<file path="config.mk">
export PLATFORM = sky130hd
export DESIGN_NAME = buffer_slot_allocate_lookup_core_flat
export DESIGN_NICKNAME = d
export VERILOG_FILES = /design/src/rtl/bsal_pkg.sv /design/src/rtl/bsal_in_if.sv /design/src/rtl/bsal_out_if.sv /design/src/rtl/bsal_cell.sv /design/src/rtl/buffer_slot_allocate_lookup_core.sv /design/src/flat_wrapper.sv
export SDC_FILE = /design/constraint.sdc
export NUM_CORES = 1
export LEC_CHECK = 0
export ABC_AREA = 1
export CAP_MARGIN = 20
export CELL_PAD_IN_SITES_DETAIL_PLACEMENT = 0
export CELL_PAD_IN_SITES_GLOBAL_PLACEMENT = 1
export CORE_ASPECT_RATIO = 0.9
export CORE_MARGIN = 3
export CORE_UTILIZATION = 30
export CTS_CLUSTER_SIZE = 10
export DETAILED_ROUTE_END_ITERATION = 8
export DONT_BUFFER_PORTS = 1
export GPL_TIMING_DRIVEN = 0
export HOLD_SLACK_MARGIN = 0.06
export PLACE_DENSITY_LB_ADDON = 0.1
export RECOVER_POWER = 100
export REMOVE_ABC_BUFFERS = 1
export SLEW_MARGIN = 30
export SYNTH_ARGS = -nofsm -noshare
export SYNTH_HDL_FRONTEND = slang
export SYNTH_SLANG_ARGS = --single-unit
</file>
<file path="constraint.sdc">
create_clock -name clk -period 46.5 [get_ports clk]
set_input_delay 4.65 -clock clk [delete_from_list [all_inputs] [get_ports clk]]
set_output_delay 4.65 -clock clk [all_outputs]
set_load 0.05 [all_outputs]
</file>
<file path="src/rtl/bsal_pkg.sv">
// Shared types and constants for the buffer slot allocate/lookup core.
`default_nettype none

package bsal_pkg;

  // Width of the block number field on the input word.
  localparam int unsigned BLK_W = 16;
  // Width of the disk size register.
  localparam int unsigned DISK_COUNT_W = 17;
  // Width of the reported slot index.
  localparam int unsigned IDX_W = 5;
  // Disk size after reset.
  localparam logic [DISK_COUNT_W-1:0] DISK_COUNT_RESET = 17'd8192;

  typedef enum logic {
    OP_ALLOC  = 1'b0,
    OP_LOOKUP = 1'b1
  } op_t;

  typedef enum logic [1:0] {
    ST_OK            = 2'd0,
    ST_OUT_OF_BOUND  = 2'd1,
    ST_NOT_IN_BUFFER = 2'd2,
    ST_NO_FREE_SLOT  = 2'd3
  } status_t;

  // Request token that travels down the row of slot cells.
  typedef struct packed {
    logic             valid;
    op_t              op;
    logic             done;
    status_t          status;
    logic [IDX_W-1:0] idx;
    logic [BLK_W-1:0] blk;
  } token_t;

endpackage

`default_nettype wire

</file>
<file path="src/rtl/bsal_in_if.sv">
// Request channel interface: valid/ready handshake carrying opcode and block number.
`default_nettype none

interface bsal_in_if import bsal_pkg::*; ();
  logic             valid;
  logic             ready;
  logic             opcode;
  logic [BLK_W-1:0] block_number;

  modport source (output valid, output opcode, output block_number, input ready);
  modport sink   (input valid, input opcode, input block_number, output ready);
endinterface

`default_nettype wire

</file>
<file path="src/rtl/bsal_out_if.sv">
// Result channel interface: valid/ready handshake carrying status and slot index.
`default_nettype none

interface bsal_out_if import bsal_pkg::*; ();
  logic             valid;
  logic             ready;
  logic [1:0]       status;
  logic [IDX_W-1:0] slot_index;

  modport source (output valid, output status, output slot_index, input ready);
  modport sink   (input valid, input status, input slot_index, output ready);
endinterface

`default_nettype wire

</file>
<file path="src/rtl/bsal_cell.sv">
// One buffer slot: free bit, tag and one stage of the request token pipeline.
`default_nettype none

module bsal_cell import bsal_pkg::*; #(
  parameter int unsigned TAG_W      = 16,
  parameter int unsigned CELL_INDEX = 0
) (
  input  wire logic   clk,
  input  wire logic   rst_n,
  input  wire logic   advance,
  input  wire token_t tok_i,
  output token_t      tok_o,
  output logic        free_o
);

  logic             free_r;
  logic             free_nxt;
  logic [TAG_W-1:0] tag_r;
  logic [TAG_W-1:0] tag_nxt;
  token_t           tok_r;
  token_t           tok_nxt;
  logic             live;
  logic             claim;
  logic             hit;

  assign live  = tok_i.valid && !tok_i.done;
  assign claim = live && (tok_i.op == OP_ALLOC) && free_r;
  assign hit   = live && (tok_i.op == OP_LOOKUP) && !free_r &&
                 (tag_r == tok_i.blk[TAG_W-1:0]);

  always_comb begin
    tok_nxt  = tok_i;
    free_nxt = free_r;
    tag_nxt  = tag_r;
    if (claim || hit) begin
      tok_nxt.done   = 1'b1;
      tok_nxt.status = ST_OK;
      tok_nxt.idx    = IDX_W'(CELL_INDEX);
    end
    if (claim) begin
      free_nxt = 1'b0;
      tag_nxt  = tok_i.blk[TAG_W-1:0];
    end
  end

  always_ff @(posedge clk) begin
    if (!rst_n) begin
      free_r      <= 1'b1;
      tok_r.valid <= 1'b0;
    end else if (advance) begin
      free_r <= free_nxt;
      tok_r  <= tok_nxt;
    end
  end

  always_ff @(posedge clk) begin
    if (advance) begin
      tag_r <= tag_nxt;
    end
  end

  assign tok_o  = tok_r;
  assign free_o = free_r;

  // Slots are never released once claimed.
  a_no_release: assert property (@(posedge clk) disable iff (!rst_n)
    !free_r |=> !free_r)
    else $error("occupied slot became free");

  // A slot is claimed only by a live allocate token passing through.
  a_claim_src: assert property (@(posedge clk) disable iff (!rst_n)
    $fell(free_r) |-> $past(advance && tok_i.valid && !tok_i.done && tok_i.op == OP_ALLOC))
    else $error("slot claimed without an allocate request");

  // A held stage keeps its token in place.
  a_tok_hold: assert property (@(posedge clk) disable iff (!rst_n)
    !advance |=> $stable(tok_r.valid))
    else $error("token moved while the row was stalled");

endmodule

`default_nettype wire

</file>
<file path="src/rtl/buffer_slot_allocate_lookup_core.sv">
// Top level of the buffer slot allocate/lookup core: bound check, slot cell row, result register.
`default_nettype none

// Buffer slot table for disk blocks. Each request word asks to allocate a slot
// for a block number (opcode 0) or to look one up (opcode 1), and gets exactly
// one result word back. A block number at or above the disk size register
// answers out of bound and touches nothing. Allocate claims the lowest free
// slot, stores the tag and returns its index, or answers no free slot when the
// table is full. Lookup returns the lowest occupied slot with a matching tag,
// or not in buffer. The slot index is zero whenever the status is not ok.
// The table is a row of SLOT_COUNT identical cells; a request token enters
// cell 0 and moves one cell per cycle, so cell k sees requests in arrival
// order and the lowest slot always wins. The row is fully pipelined: one word
// is accepted per cycle, and each request passes the register of every cell
// and then the result register before its result appears. When the result
// register is full and not taken, the whole row holds and the request side
// is not ready. All slots are free after reset; there is no release other
// than reset. The disk size register resets to 8192 and should be written
// only while no request is in flight.

module buffer_slot_allocate_lookup_core import bsal_pkg::*; #(
  parameter int unsigned SLOT_COUNT         = 32,
  parameter int unsigned BLOCK_NUMBER_WIDTH = 16
) (
  input  wire logic                    clk,
  input  wire logic                    rst_n,
  bsal_in_if.sink                      in_ch,
  bsal_out_if.source                   out_ch,
  input  wire logic                    cfg_we,
  input  wire logic [DISK_COUNT_W-1:0] cfg_wdata
);

  // Tags keep only the bits of the block number that are significant.
  localparam int unsigned TAG_W =
    (BLOCK_NUMBER_WIDTH < BLK_W) ? BLOCK_NUMBER_WIDTH : BLK_W;
  localparam logic [BLK_W-1:0] BLK_MASK = BLK_W'((17'd1 << TAG_W) - 17'd1);

  logic [DISK_COUNT_W-1:0] disk_block_count_r;
  logic                    advance;
  logic [BLK_W-1:0]        blk_in;
  logic                    out_of_bound;
  token_t                  tok_w [SLOT_COUNT+1];
  logic [SLOT_COUNT-1:0]   free_vec;

  logic                    out_valid_r;
  logic                    out_valid_nxt;
  status_t                 out_status_r;
  status_t                 out_status_nxt;
  logic [IDX_W-1:0]        out_idx_r;
  logic [IDX_W-1:0]        out_idx_nxt;

  // Disk size register.
  always_ff @(posedge clk) begin
    if (!rst_n) begin
      disk_block_count_r <= DISK_COUNT_RESET;
    end else if (cfg_we) begin
      disk_block_count_r <= cfg_wdata;
    end
  end

  // The whole row moves whenever the result register can take a new word.
  assign advance     = !out_valid_r || out_ch.ready;
  assign in_ch.ready = advance;

  // Entry: mask the block number and settle the bound check before the row.
  // An out-of-bound request enters already finished so no cell acts on it.
  assign blk_in       = in_ch.block_number & BLK_MASK;
  assign out_of_bound = ({1'b0, blk_in} >= disk_block_count_r);

  always_comb begin
    tok_w[0].valid  = in_ch.valid;
    tok_w[0].op     = op_t'(in_ch.opcode);
    tok_w[0].done   = out_of_bound;
    tok_w[0].status = out_of_bound ? ST_OUT_OF_BOUND : ST_OK;
    tok_w[0].idx    = '0;
    tok_w[0].blk    = blk_in;
  end

  for (genvar k = 0; k < SLOT_COUNT; k++) begin : g_cell
    bsal_cell #(
      .TAG_W      (TAG_W),
      .CELL_INDEX (k)
    ) u_cell (
      .clk     (clk),
      .rst_n   (rst_n),
      .advance (advance),
      .tok_i   (tok_w[k]),
      .tok_o   (tok_w[k+1]),
      .free_o  (free_vec[k])
    );
  end

  // A token that leaves the row unfinished found no free slot or no match.
  always_comb begin
    out_valid_nxt  = tok_w[SLOT_COUNT].valid;
    out_status_nxt = tok_w[SLOT_COUNT].status;
    out_idx_nxt    = tok_w[SLOT_COUNT].idx;
    if (!tok_w[SLOT_COUNT].done) begin
      out_status_nxt = (tok_w[SLOT_COUNT].op == OP_ALLOC) ? ST_NO_FREE_SLOT
                                                          : ST_NOT_IN_BUFFER;
      out_idx_nxt    = '0;
    end
  end

  always_ff @(posedge clk) begin
    if (!rst_n) begin
      out_valid_r <= 1'b0;
    end else if (advance) begin
      out_valid_r <= out_valid_nxt;
    end
  end

  always_ff @(posedge clk) begin
    if (advance) begin
      out_status_r <= out_status_nxt;
      out_idx_r    <= out_idx_nxt;
    end
  end

  assign out_ch.valid      = out_valid_r;
  assign out_ch.status     = out_status_r;
  assign out_ch.slot_index = out_idx_r;

  // Any status other than ok carries a zero slot index.
  a_idx_zero: assert property (@(posedge clk) disable iff (!rst_n)
    (out_valid_r && out_status_r != ST_OK) |-> (out_idx_r == '0))
    else $error("nonzero slot index with a failing status");

  // The number of free slots never grows between resets.
  a_free_mono: assert property (@(posedge clk) disable iff (!rst_n)
    1'b1 |=> ($countones(free_vec) <= $past($countones(free_vec))))
    else $error("free slot count increased");

  // While the row is held, no slot changes state.
  a_hold: assert property (@(posedge clk) disable iff (!rst_n)
    !advance |=> $stable(free_vec))
    else $error("slot state changed while the row was stalled");

endmodule

`default_nettype wire
</file>
<file path="src/flat_wrapper.sv">
// flat-port wrapper written by rule: the top's interface ports become plain ports
module buffer_slot_allocate_lookup_core_flat import bsal_pkg::*;
#(
  parameter int unsigned SLOT_COUNT         = 32,
  parameter int unsigned BLOCK_NUMBER_WIDTH = 16
)
  (clk, rst_n, cfg_we, cfg_wdata, in_ch_valid, in_ch_opcode, in_ch_block_number, in_ch_ready, out_ch_valid, out_ch_status, out_ch_slot_index, out_ch_ready);
  bsal_in_if in_ch_i ();
  bsal_out_if out_ch_i ();
  input  wire logic clk;
  input  wire logic rst_n;
  input  wire logic cfg_we;
  input  wire logic [DISK_COUNT_W-1:0] cfg_wdata;
  input wire logic [$bits(in_ch_i.valid)-1:0] in_ch_valid;
  input wire logic [$bits(in_ch_i.opcode)-1:0] in_ch_opcode;
  input wire logic [$bits(in_ch_i.block_number)-1:0] in_ch_block_number;
  output wire logic [$bits(in_ch_i.ready)-1:0] in_ch_ready;
  output wire logic [$bits(out_ch_i.valid)-1:0] out_ch_valid;
  output wire logic [$bits(out_ch_i.status)-1:0] out_ch_status;
  output wire logic [$bits(out_ch_i.slot_index)-1:0] out_ch_slot_index;
  input wire logic [$bits(out_ch_i.ready)-1:0] out_ch_ready;
  assign in_ch_i.valid = in_ch_valid;
  assign in_ch_i.opcode = in_ch_opcode;
  assign in_ch_i.block_number = in_ch_block_number;
  assign in_ch_ready = in_ch_i.ready;
  assign out_ch_valid = out_ch_i.valid;
  assign out_ch_status = out_ch_i.status;
  assign out_ch_slot_index = out_ch_i.slot_index;
  assign out_ch_i.ready = out_ch_ready;
  buffer_slot_allocate_lookup_core #(.SLOT_COUNT(SLOT_COUNT), .BLOCK_NUMBER_WIDTH(BLOCK_NUMBER_WIDTH)) u_core (.clk(clk), .rst_n(rst_n), .in_ch(in_ch_i), .out_ch(out_ch_i), .cfg_we(cfg_we), .cfg_wdata(cfg_wdata));
endmodule
</file>
==> impl_metrics.toml <==
[cts]
cts_hold_buf = 0
htreeDepth = 4
ctsResizeCount = 0
tritoncts.num_buffers = 155
clkLatencyLatePin_ps = 760
clkTransAtPathRegs_ps = 50
cts_root_buf = "clkbuf_16"
numClockSinks = 1322
postCtsSetupRepairBufs = 0
clk_path_buf_depth = 3
cts_tree = "built"

[placed_design]
numPortBuffers = 0
gp_congestion = 0.679
dp_hpwl_mm = 55.6

[synth]
ys_types = 27
synth_compound_area_frac = 0.0177
syn_area_sq_um = 49400
synthAdderAreaFrac = 0.00405
yosys-mux-area-fraction = 0
ys.warnings.count = 0
yosysSeqAreaShare = 0.787
synthXorXnorAreaFrac = 0.0720
synth_top_family_by_area = "simple AND/OR/NAND/NOR gates"
ys_ff_latch = 1322
synth_cells = 3261
syn_avg_cell_area_sq_um = 15.2
synthSimpleGateAreaFrac = 0.0942

[floorplanning]
io_pins = 48
initial_utilization = 0.304
core_sq_um = 163000
die_w_um = 434
rows = 140
die_area_sq_um = 170000
fp.dieH_um = 391

[layout]
nets = 3493
fill_cells = 15400
layout_commonest_cell = "edfxtp_1"
drive_gt1_frac = 0.0549
layout_common_cells = "1240 x edfxtp_1, 420 x nor2_1, 304 x inv_1"
diodes = 0
areaGrowthSynthToFinish_pct = 14.5

[timing]
setup_tns_ps = 0
fmax_ghz = 0.0795
setup_violations = 0
rsz0062_at_grt = "false"
drv_slew = 89
clock-skew-final_ps = 25.0
fin_crit_ps = 12580
slew_headroom = -0.558
hold_viol_final = 0
post-route-period-util = 0.271
worstMarginPinSlew_ps = 2320

[pwr]
p_total_uw = 2530
powerDensity_nw_per_um2 = 44.7
peakVddDrop_uv = 31.9
p_leak_uw = 0.0199

[drt]
drc = 0
vias = 23700
ant_nets = 0
firstDrtPassIters = 5
wl_per_cell_um = 14.7
vias_per_cell = 4.19
routed_wl_mm = 83.1
drt-initial-drc-count = 1220

[outcome]
failed_checks = "max-capacitance violations, max-slew violations"
outcome = "finished, violations left"

[grt]
antenna_found_initial = 0
grtUsageTotal = 0.100
grt_pass1_vias = 24900
grt_pass1_wl_mm = 137
grt_overflow = 0
grt_start_max_net_pins = 82

[setup_path]
path_buf_inv = 2
crit_chain = "nor2_1 > clkbuf_1 > clkinvlp_2"
crit_slowest_cell = "clkinvlp_2"
worstSetupPathType = "in2out"
arrival_ps = 7930
crit_family = "buffers and inverters"
cp-end-kind = "primary output"
crit_path_max_incr_delay_ps = 2140
critPathRequiredTime_ps = 41850
path_max_fanout = 36
start_kind = "input port"

[flow_run]
cap_viol_max_count = 7

[hold_path]
holdCritPathClass = "reg2reg"
[kinds of logic (layout without fill, tap and decap cells)]
| group | after synthesis | in the layout |
|---|---|---|
| DFF | 1322 | 1322 |
| buffers and inverters | 330 | 603 |
| xor gates and xnor gates | 406 | 406 |
| and+or+nand+nor | 1019 | 1019 |
| AOI/OAI and AO/OA | 168 | 168 |
| adders and majority gates | 16 | 16 |
[worst paths after layout]
path                                                                       from                                         endpoint  slack [ps]  depth (start not counted)
worst max-delay path                                               out_ch_ready                                      in_ch_ready       33920                          3
worst min-delay path            u_core.g_cell[31].u_cell.tok_o[25]$_SDFFE_PN0N_  u_core.g_cell[31].u_cell.tok_o[25]$_SDFFE_PN0N_         450                          2
worst max register to register                 u_core.out_ch.valid$_SDFFE_PN0N_      u_core.g_cell[20].u_cell.tok_o[4]$_DFFE_PP_       38700                         10
worst min register to register  u_core.g_cell[31].u_cell.tok_o[25]$_SDFFE_PN0N_  u_core.g_cell[31].u_cell.tok_o[25]$_SDFFE_PN0N_         450                          2
[power by group]
part	switching (uW)	total [uW]	internal, uW	leakage [uW]
clock network	457	1090	635	0.00216
registers	30.7	1380	1350	0.0124
logic	33.5	55.7	22.2	0.00537
[cells in the mapped netlist]
library cell,count,area [sq um]
nor2_4,1,11.3
ha_1,16,200
nand3_1,95,475
nor3_1,44,220
nand3b_1,86,646
dfxtp_1,82,1640
buf_1,1,3.75
nand4_1,61,382
o211ai_1,10,75.1
xor2_1,246,2150
a21o_1,1,7.51
nor2_1,418,1570
or2_1,6,37.5
inv_1,304,1140
or2_2,14,87.6
o21a_1,2,15.0
nand2_2,23,144
clkbuf_1,15,56.3
buf_2,9,45.0
inv_2,1,3.75
a21oi_1,68,340
o21ai_0,87,435
or2_0,24,150
edfxtp_1,1240,37200
xnor2_1,160,1400
nor2_2,2,12.5
nand2_1,245,920
[registers in the layout, summed over array words and instances, names as in the netlist]
register	count
u_core.out_ch.status	2
u_core.disk_block_count_r	17
u_core.g_cell.u_cell.tag_r	512
u_core.out_ch.slot_index	5
u_core.g_cell.u_cell.free_o	32
u_core.g_cell.u_cell.tok_o	753
u_core.out_ch.valid	1
[through the flow]
step / std cells / hold WS, ps / setup slack [ps] / cell area, sq um / util
global placement: 5366 / 442 / -4930 / 52000 / 0.319
finish: 5664 / 453 / 33920 / 56600 / 0.348
detailed placement: 5411 / 443 / 36380 / 53200 / 0.327
global route: 5664 / 477 / 33630 / 56600 / 0.348
floorplan: 3236 / 426 / 9890 / 49300 / -
CTS: 5664 / 458 / 36380 / 57700 / 0.355
[cell type report]
type | instances | area [sq um] | area share
timing repair buffer | 45 | 169 | 0.00299
inverter | 305 | 1150 | 0.0203
clock buffer | 235 | 4260 | 0.0753
sequential | 1322 | 38900 | 0.687
tap | 2130 | 2670 | 0.0471
multi-input combinational | 1609 | 9220 | 0.163
clock inverter | 18 | 238 | 0.00420
[tightest hold or removal path: stages (launching register included)]
cell	delay, ps
dfxtp_1	290
inv_1	60
a21oi_1	60
[layer usage]
metal,wire (um),GRT usage
met5,0,0
met4,2190,0.0362
met3,2810,0.0241
met2,36800,0.152
met1,41300,0.139
Note: power is estimated with default switching activity, not from simulation.
